===== src/rtl/core/scan_disk_scheduler_unit_assert.svh =====
// Assertion macros for the SCAN disk scheduler.
// Included by the RTL files that carry concurrent checks; needs clk and rst in scope.
`ifndef SCAN_DISK_SCHEDULER_UNIT_ASSERT_SVH
`define SCAN_DISK_SCHEDULER_UNIT_ASSERT_SVH
`ifndef SYNTHESIS
`define SDS_ASSERT_IMP(lbl, ante, cons) \
  lbl: assert property (@(posedge clk) disable iff (rst) (ante) |-> (cons)) \
    else $error("sds assertion failed");
`define SDS_ASSERT_NXT(lbl, ante, cons) \
  lbl: assert property (@(posedge clk) disable iff (rst) (ante) |=> (cons)) \
    else $error("sds assertion failed");
`else
`define SDS_ASSERT_IMP(lbl, ante, cons)
`define SDS_ASSERT_NXT(lbl, ante, cons)
`endif
`endif


===== src/rtl/core/sds_pkg.sv =====
// Shared constants, state codes and controller/datapath interface types
// for the SCAN disk scheduler. No dependencies.
`default_nettype none
package sds_pkg;

  localparam int MAX_REQUESTS = 32;
  localparam int TRACK_BITS   = 16;
  localparam int ADDR_W       = $clog2(MAX_REQUESTS);
  localparam int CNT_W        = $clog2(MAX_REQUESTS + 1);
  localparam int SEEK_W       = TRACK_BITS + 1;
  localparam int TC_W         = TRACK_BITS + 1;
  localparam int TRACK_COUNT_RESET = 200;
  localparam logic [TRACK_BITS-1:0] TOP_RESET = TRACK_BITS'(TRACK_COUNT_RESET - 1);

  localparam logic KIND_LOAD  = 1'b0;
  localparam logic KIND_START = 1'b1;

  typedef enum logic [5:0] {
    S_IDLE   = 6'b000001,
    S_LOAD   = 6'b000010,
    S_SEARCH = 6'b000100,
    S_FIRST  = 6'b001000,
    S_ENDPT  = 6'b010000,
    S_SECOND = 6'b100000
  } state_t;

  typedef struct packed {
    logic capture;
    logic insert;
    logic search;
    logic emit_req;
    logic emit_end;
    logic finish;
  } cmd_t;

  typedef struct packed {
    logic have_item;
    logic final_item;
    logic second_empty;
  } status_t;

endpackage
`default_nettype wire


===== src/rtl/core/sds_ctrl.sv =====
// Sequencing controller for the SCAN disk scheduler.
// Depends on sds_pkg; drives commands into sds_datapath.
`default_nettype none
module sds_ctrl (
  input  wire              clk,
  input  wire              rst,
  input  wire              start,
  input  wire              kind,
  input  sds_pkg::status_t status,
  output sds_pkg::cmd_t    cmd,
  output logic             busy
);

  sds_pkg::state_t state, state_next;

  always_ff @(posedge clk) begin
    if (rst) begin
      state <= sds_pkg::S_IDLE;
    end else begin
      state <= state_next;
    end
  end

  always_comb begin
    state_next = state;
    cmd        = '0;
    unique case (state)
      sds_pkg::S_IDLE: begin
        if (start) begin
          cmd.capture = 1'b1;
          state_next  = (kind == sds_pkg::KIND_START) ? sds_pkg::S_SEARCH : sds_pkg::S_LOAD;
        end
      end
      sds_pkg::S_LOAD: begin
        cmd.insert = 1'b1;
        state_next = sds_pkg::S_IDLE;
      end
      sds_pkg::S_SEARCH: begin
        cmd.search = 1'b1;
        state_next = sds_pkg::S_FIRST;
      end
      sds_pkg::S_FIRST: begin
        if (status.have_item) begin
          cmd.emit_req = 1'b1;
        end else begin
          state_next = sds_pkg::S_ENDPT;
        end
      end
      sds_pkg::S_ENDPT: begin
        cmd.emit_end = 1'b1;
        if (status.second_empty) begin
          cmd.finish = 1'b1;
          state_next = sds_pkg::S_IDLE;
        end else begin
          state_next = sds_pkg::S_SECOND;
        end
      end
      sds_pkg::S_SECOND: begin
        cmd.emit_req = 1'b1;
        if (status.final_item) begin
          cmd.finish = 1'b1;
          state_next = sds_pkg::S_IDLE;
        end
      end
      default: begin
        state_next = sds_pkg::S_IDLE;
      end
    endcase
  end

  assign busy = (state != sds_pkg::S_IDLE);

endmodule
`default_nettype wire


===== src/rtl/core/sds_datapath.sv =====
// Datapath for the SCAN disk scheduler: sorted request store, scan index,
// head position, seek total and result registers. Depends on sds_pkg.
`default_nettype none
`include "scan_disk_scheduler_unit_assert.svh"
module sds_datapath (
  input  wire                                  clk,
  input  wire                                  rst,
  input  sds_pkg::cmd_t                        cmd,
  output sds_pkg::status_t                     status,
  input  wire                                  cfg_wen,
  input  wire  [sds_pkg::TC_W-1:0]             cfg_wdata,
  input  wire  [sds_pkg::TRACK_BITS-1:0]       track,
  input  wire  [sds_pkg::TRACK_BITS-1:0]       prev_track,
  output logic                                 strobe,
  output logic [sds_pkg::TRACK_BITS-1:0]       visited_track,
  output logic                                 end_point,
  output logic [sds_pkg::SEEK_W-1:0]           seek_total,
  output logic                                 last
);

  localparam int N  = sds_pkg::MAX_REQUESTS;
  localparam int TB = sds_pkg::TRACK_BITS;
  localparam int CW = sds_pkg::CNT_W;
  localparam int AW = sds_pkg::ADDR_W;
  localparam int SW = sds_pkg::SEEK_W;
  localparam int TC_M1_W = sds_pkg::TC_W;

  logic [TB-1:0] store [N];
  logic [TB-1:0] store_next [N];
  logic [CW-1:0] cnt;
  logic [TB-1:0] top;
  logic [TB-1:0] trk;
  logic [TB-1:0] prev;
  logic [TB-1:0] pos;
  logic [SW-1:0] seek;
  logic [CW-1:0] idx;
  logic [CW-1:0] low;
  logic          asc;
  logic          second;

  logic [TC_M1_W-1:0] tc_m1;
  logic [TB-1:0] top_next;
  logic [TB-1:0] trk_clamped;
  logic [N-1:0]  gt_ins;
  logic [N-1:0]  gt_head;
  logic [CW-1:0] low_next;
  logic [AW-1:0] rd_addr;
  logic [TB-1:0] rd_val;
  logic [TB-1:0] target;
  logic [TB-1:0] delta;
  logic [CW-1:0] idx_step;

  // top track from the configured count, saturated to the track range
  always_comb begin
    tc_m1    = (cfg_wdata == '0) ? '0 : cfg_wdata - TC_M1_W'(1);
    top_next = (tc_m1[TB] != 1'b0) ? {TB{1'b1}} : tc_m1[TB-1:0];
  end

  always_ff @(posedge clk) begin
    if (rst) begin
      top <= sds_pkg::TOP_RESET;
    end else if (cfg_wen) begin
      top <= top_next;
    end
  end

  assign trk_clamped = (track > top) ? top : track;

  always_ff @(posedge clk) begin
    if (cmd.capture) begin
      trk  <= trk_clamped;
      prev <= prev_track;
    end
  end

  // sorted insertion: entries above the new track move up one place
  always_comb begin
    for (int i = 0; i < N; i++) begin
      gt_ins[i]  = (CW'(i) < cnt) && (store[i] > trk);
      gt_head[i] = (CW'(i) >= cnt) || (store[i] > trk);
    end
    for (int i = 0; i < N; i++) begin
      if (i > 0 && gt_ins[(i > 0) ? i - 1 : 0]) begin
        store_next[i] = store[(i > 0) ? i - 1 : 0];
      end else if (gt_ins[i] || CW'(i) == cnt) begin
        store_next[i] = trk;
      end else begin
        store_next[i] = store[i];
      end
    end
    low_next = CW'(N);
    for (int i = N - 1; i >= 0; i--) begin
      if (gt_head[i]) begin
        low_next = CW'(i);
      end
    end
  end

  always_ff @(posedge clk) begin
    if (cmd.insert && cnt != CW'(N)) begin
      for (int i = 0; i < N; i++) begin
        store[i] <= store_next[i];
      end
    end
  end

  always_ff @(posedge clk) begin
    if (rst) begin
      cnt <= '0;
    end else if (cmd.finish) begin
      cnt <= '0;
    end else if (cmd.insert && cnt != CW'(N)) begin
      cnt <= cnt + CW'(1);
    end
  end

  // scan walk
  assign rd_addr  = asc ? idx[AW-1:0] : AW'(idx - CW'(1));
  assign rd_val   = store[rd_addr];
  assign target   = cmd.emit_end ? (asc ? top : '0) : rd_val;
  assign delta    = (pos > target) ? pos - target : target - pos;
  assign idx_step = asc ? idx + CW'(1) : idx - CW'(1);

  assign status.have_item    = asc ? (idx < cnt) : (idx != '0);
  assign status.final_item   = second && (asc ? (idx_step == cnt) : (idx == CW'(1)));
  assign status.second_empty = asc ? (low == '0) : (low == cnt);

  always_ff @(posedge clk) begin
    if (cmd.search) begin
      asc    <= !(prev > trk);
      idx    <= low_next;
      low    <= low_next;
      pos    <= trk;
      seek   <= '0;
      second <= 1'b0;
    end else if (cmd.emit_req) begin
      idx  <= idx_step;
      pos  <= target;
      seek <= seek + SW'(delta);
    end else if (cmd.emit_end) begin
      asc    <= !asc;
      idx    <= low;
      pos    <= target;
      seek   <= seek + SW'(delta);
      second <= 1'b1;
    end
  end

  always_ff @(posedge clk) begin
    if (rst) begin
      strobe <= 1'b0;
    end else begin
      strobe <= cmd.emit_req || cmd.emit_end;
    end
  end

  always_ff @(posedge clk) begin
    if (cmd.emit_req || cmd.emit_end) begin
      visited_track <= target;
      end_point     <= cmd.emit_end;
      seek_total    <= seek + SW'(delta);
      last          <= cmd.emit_end ? status.second_empty : status.final_item;
    end
  end

  `SDS_ASSERT_NXT(a_last_ends_run, strobe && last, !strobe)
  `SDS_ASSERT_NXT(a_full_drops, cmd.insert && cnt == CW'(N), cnt == CW'(N))
  `SDS_ASSERT_IMP(a_end_at_edge, strobe && end_point, visited_track == '0 || visited_track == top)
  `SDS_ASSERT_IMP(a_count_bound, 1'b1, cnt <= CW'(N))

endmodule
`default_nettype wire


===== src/rtl/core/scan_disk_scheduler_unit.sv =====
// SCAN (elevator) disk scheduler, top level.
// Instantiates sds_ctrl and sds_datapath; depends on sds_pkg.
`default_nettype none
// A transfer is taken when start is high and busy is low: kind 0 loads one
// request track into the sorted store (32 entries, extras dropped), kind 1
// starts a scan from the given head. A load keeps busy high for one cycle.
// A scan keeps busy high through the search, the requests of the first side,
// a step to find the first side done, the end turn point and the requests of
// the second side; results come on strobe one per cycle, bar the idle step
// before the end turn point, the last in the cycle in which busy falls, and
// cannot be held off.
module scan_disk_scheduler_unit (
  input  wire                                  clk,
  input  wire                                  rst,
  input  wire                                  start,
  output logic                                 busy,
  input  wire                                  kind,
  input  wire  [sds_pkg::TRACK_BITS-1:0]       track,
  input  wire  [sds_pkg::TRACK_BITS-1:0]       prev_track,
  input  wire                                  cfg_wen,
  input  wire  [sds_pkg::TC_W-1:0]             cfg_wdata,
  output logic                                 strobe,
  output logic [sds_pkg::TRACK_BITS-1:0]       visited_track,
  output logic                                 end_point,
  output logic [sds_pkg::SEEK_W-1:0]           seek_total,
  output logic                                 last
);

  sds_pkg::cmd_t    cmd;
  sds_pkg::status_t status;

  sds_ctrl u_ctrl (
    .clk    (clk),
    .rst    (rst),
    .start  (start),
    .kind   (kind),
    .status (status),
    .cmd    (cmd),
    .busy   (busy)
  );

  sds_datapath u_dp (
    .clk           (clk),
    .rst           (rst),
    .cmd           (cmd),
    .status        (status),
    .cfg_wen       (cfg_wen),
    .cfg_wdata     (cfg_wdata),
    .track         (track),
    .prev_track    (prev_track),
    .strobe        (strobe),
    .visited_track (visited_track),
    .end_point     (end_point),
    .seek_total    (seek_total),
    .last          (last)
  );

endmodule
`default_nettype wire


===== config.mk =====
export PLATFORM = sky130hd
export DESIGN_NAME = scan_disk_scheduler_unit
export DESIGN_NICKNAME = d
export VERILOG_FILES = /design/src/rtl/core/sds_pkg.sv /design/src/rtl/core/sds_ctrl.sv /design/src/rtl/core/sds_datapath.sv /design/src/rtl/core/scan_disk_scheduler_unit.sv
export VERILOG_INCLUDE_DIRS = /design/src /design/src/rtl/core
export SDC_FILE = /design/constraint.sdc
export NUM_CORES = 2
export LEC_CHECK = 0
export BUFFER_PORTS_ARGS = -buffer_cell sky130_fd_sc_hd__buf_2
export CAP_MARGIN = 20
export CORE_ASPECT_RATIO = 1.5
export CORE_MARGIN = 3
export CORE_UTILIZATION = 50
export DETAILED_ROUTE_END_ITERATION = 16
export GPL_TIMING_DRIVEN = 0
export PLACE_DENSITY_LB_ADDON = 0.1
export SLEW_MARGIN = 40
export SYNTH_ARGS = -nofsm -noshare
export SYNTH_HDL_FRONTEND = slang
export SYNTH_SLANG_ARGS = --single-unit

===== constraint.sdc =====
create_clock -name clk -period 17.2 [get_ports clk]
set_input_delay 0.86 -clock clk [delete_from_list [all_inputs] [get_ports clk]]
set_output_delay 0.86 -clock clk [all_outputs]
set_load 0.005 [all_outputs]

==> flow_summary.ini <==
[yosys]
synth_top_cell_by_area = edfxtp_1
yosys.cell_types.count = 80
synth_seq_cells = 655
ys_top_cells_by_count = 608 x edfxtp_1, 606 x ha_1, 431 x nand2_1, 405 x o21ai_0, 295 x mux2_2
synth_edf_count = 608
synthTopCellsByArea = edfxtp_1 39%, ha_1 16%, mux4_2 7.7%
synth_most_common_cell = edfxtp_1
synthArstFlopShare = 0
synth_ff_type = edfxtp_1
synth_top_area_share = 0.388
syn_area_per_cell_um2 = 11.1
synth_nets = 4895
syn_area_um2 = 47100
syn_inst = 4232
synth_warnings = 0
ys_seq_area_frac = 0.408

[sta]
finalHoldViolations = 0
rsz0062_at_grt = no
fin_skew_ns = 0.0228
holdWs_ns = 0.376
slew_viol_final = 0
relSlewSlack = 0.352
fin_crit_sh = 0.626
fin_tns_setup_ns = 0
setup_viol = 0
maxClockFrequency_mhz = 92.9
min_period_ns = 10.77
finalWorstSetupSlack_ns = 6.43
tightest_slew_ns = 0.972

[hold_path]
hold_depth = 1
hp-class = input port to flip-flop
min_from = prev_track[13]
holdPathEnd = u_dp.prev[13]

[clocking]
postCtsResizedCells = 0
ctsHtreeMaxLevel = 3
cts_setup_buffers = 0
clkTransAtPathRegs_ns = 0.06
cts_hold_buf = 0
clock_latency_ns = 0.67
cts_buffer_depth = 3
cts_tree = done
cts_buffers = 72
cts-root-buf = clkbuf_16
clock-sinks = 655

[critical_path]
critPathCaptureType = flip-flop
cp-startpoint = u_dp.idx[0]
rr_endpoint = u_dp.seek[16]
reg2reg_from = u_dp.idx[0]
start_kind = flip-flop
slowest_stage = mux4_2
worstSetupPathType = flip-flop to flip-flop
critPathMaxStageDelay_ns = 0.67
arrival_ns = 11.30
rr_worst_depth = 33
required_ns = 17.73
r2r_setup_slack_ns = 6.43
crit_fanout = 10

[die]
chipHeight_um = 382
die_area_um2 = 98000
start_util = 0.505
num_io_pins = 91
num_rows = 137
design.core.area_um2 = 93200
die_w_um = 257

[global_route]
grt_start_max_net_pins = 33
track_usage = 0.384
grt_pass1_wl_um = 269000
antenna_found_initial = 15
gr-total-overflow = 0
grt_pass1_vias = 38400

[placement]
dp_slack_ns = 6.48
portBuffers = 89
hpwlAfterDp_um = 150000
place_congestion = 1.06
dpl_cell_area_um2 = 50400

[route]
wl_per_cell_um = 33.2
via_per_inst = 6.67
first_pass_iters = 6
route.detailed.drc = 0
antenna_left = 0
postRouteWirelength_um = 191000
drt_iter0_drc = 3637
num_vias = 38400

[final_layout]
finalNetCount = 5104
fillers = 8298
design_area_um2 = 52600
drive_above_1_share = 0.187
area_growth_pct = 11.7

[pwr]
peakVddDrop_mv = 0.0794
p_per_area_nw_per_um2 = 78.6
p_leak_nw = 19.8

[flow_run]
drv_cap = 0

[status]
outcome = complete, no violations
==> kinds of logic after synthesis <==
family,share of synthesized area
AND/OR/NAND/NOR,0.107
AO/OA/AOI/OAI,0.130
flip-flops,0.408
adder cells (fa/ha/maj),0.162
multiplexers,0.153
buffers and inverters,0.0297
XOR/XNOR,0.0110
==> final cells by class <==
class / instances / area (um^2) / area share
inverter: 167 / 629 / 0.0120
buffer: 200 / 875 / 0.0166
sequential: 655 / 19200 / 0.365
tap: 1251 / 1570 / 0.0297
timing repair buffer: 135 / 1170 / 0.0223
clock buffer: 89 / 1940 / 0.0368
clock inverter: 33 / 246 / 0.00468
multi-input combinational: 3210 / 27000 / 0.512
antenna: 15 / 37.5 / 0.000713
==> layer usage <==
metal / global-route usage / routed length (um)
met5: 0 / 0
met4: 0.392 / 22900
met3: 0.0542 / 13300
met2: 0.629 / 89900
met1: 0.418 / 65000
==> registers in the layout, summed over array words and instances (netlist names) <==
signal              flops
u_dp.idx                6
u_dp.low                6
u_dp.store            512
u_dp.trk               16
u_dp.seek_total        17
u_dp.strobe             1
u_dp.cnt                6
u_dp.prev              16
u_dp.pos               16
u_dp.seek              17
u_dp.end_point          1
u_dp.top               16
u_dp.asc                1
u_dp.last               1
u_ctrl.state            6
u_dp.second             1
u_dp.visited_track     16
==> report_power, final <==
part / internal [W] / switching, W
Sequential: 0.00178 / 0.0000359
Clock: 0.000831 / 0.000703
Combinational: 0.000291 / 0.000493
Total: 0.00290 / 0.00123
==> placed cells by master, fill, tap and decap left out, types with 17 or more instances in the layout <==
cell and n:
a211oi_1 30, clkbuf_2 26, nor2b_1 42, a21o_1 76
a311oi_1 20, o21ai_0 399, o21a_1 46, nand2b_1 22
xor2_1 19, nand3_1 88, nand4_1 94, buf_12 17
nor4_1 30, buf_2 117, clkbuf_16 74, edfxtp_1 608
inv_1 153, clkbuf_1 133, a21oi_1 214, dfxtp_1 47
mux2i_1 26, nor2_1 159, nand2_1 430, o31ai_1 18
a31oi_1 20, mux4_2 160, ha_1 606, and3_1 27
xnor2_1 37, mux2_2 295, nor3_1 56, o211ai_1 35
==> metrics by stage <==
stage                util  total power, W  std cells
finish              0.564         0.00413       5755
global route        0.564         0.00426       5741
floorplan               -         0.00228       4232
detailed placement  0.540         0.00261       5617
global placement    0.527         0.00257       5572
CTS                 0.564         0.00413       5739
==> critical path: cells and delay by family, from the launching register on <==
family | cells | cell delay, ns
DFF | 1 | 0.48
and+or+nand+nor | 2 | 0.13
buffers and inverters | 8 | 2.66
adders and majority gates | 3 | 1.06
muxes | 4 | 1.98
AOI/OAI and AO/OA | 16 | 4.27
==> how the worst max path moves through the flow <==
| stage | to | slack (ns) |
|---|---|---|
| finish | u_dp.seek[16] | 6.43 |
| global route | u_dp.seek[16] | 6.11 |
| CTS | u_dp.seek[16] | 6.47 |
| detailed placement | u_dp.seek_total[16] | 6.48 |
| global placement | u_dp.seek[16] | 5.74 |
| floorplan | u_dp.seek_total[16] | 9.49 |
No activity file was read; power rests on OpenSTA's default activity.
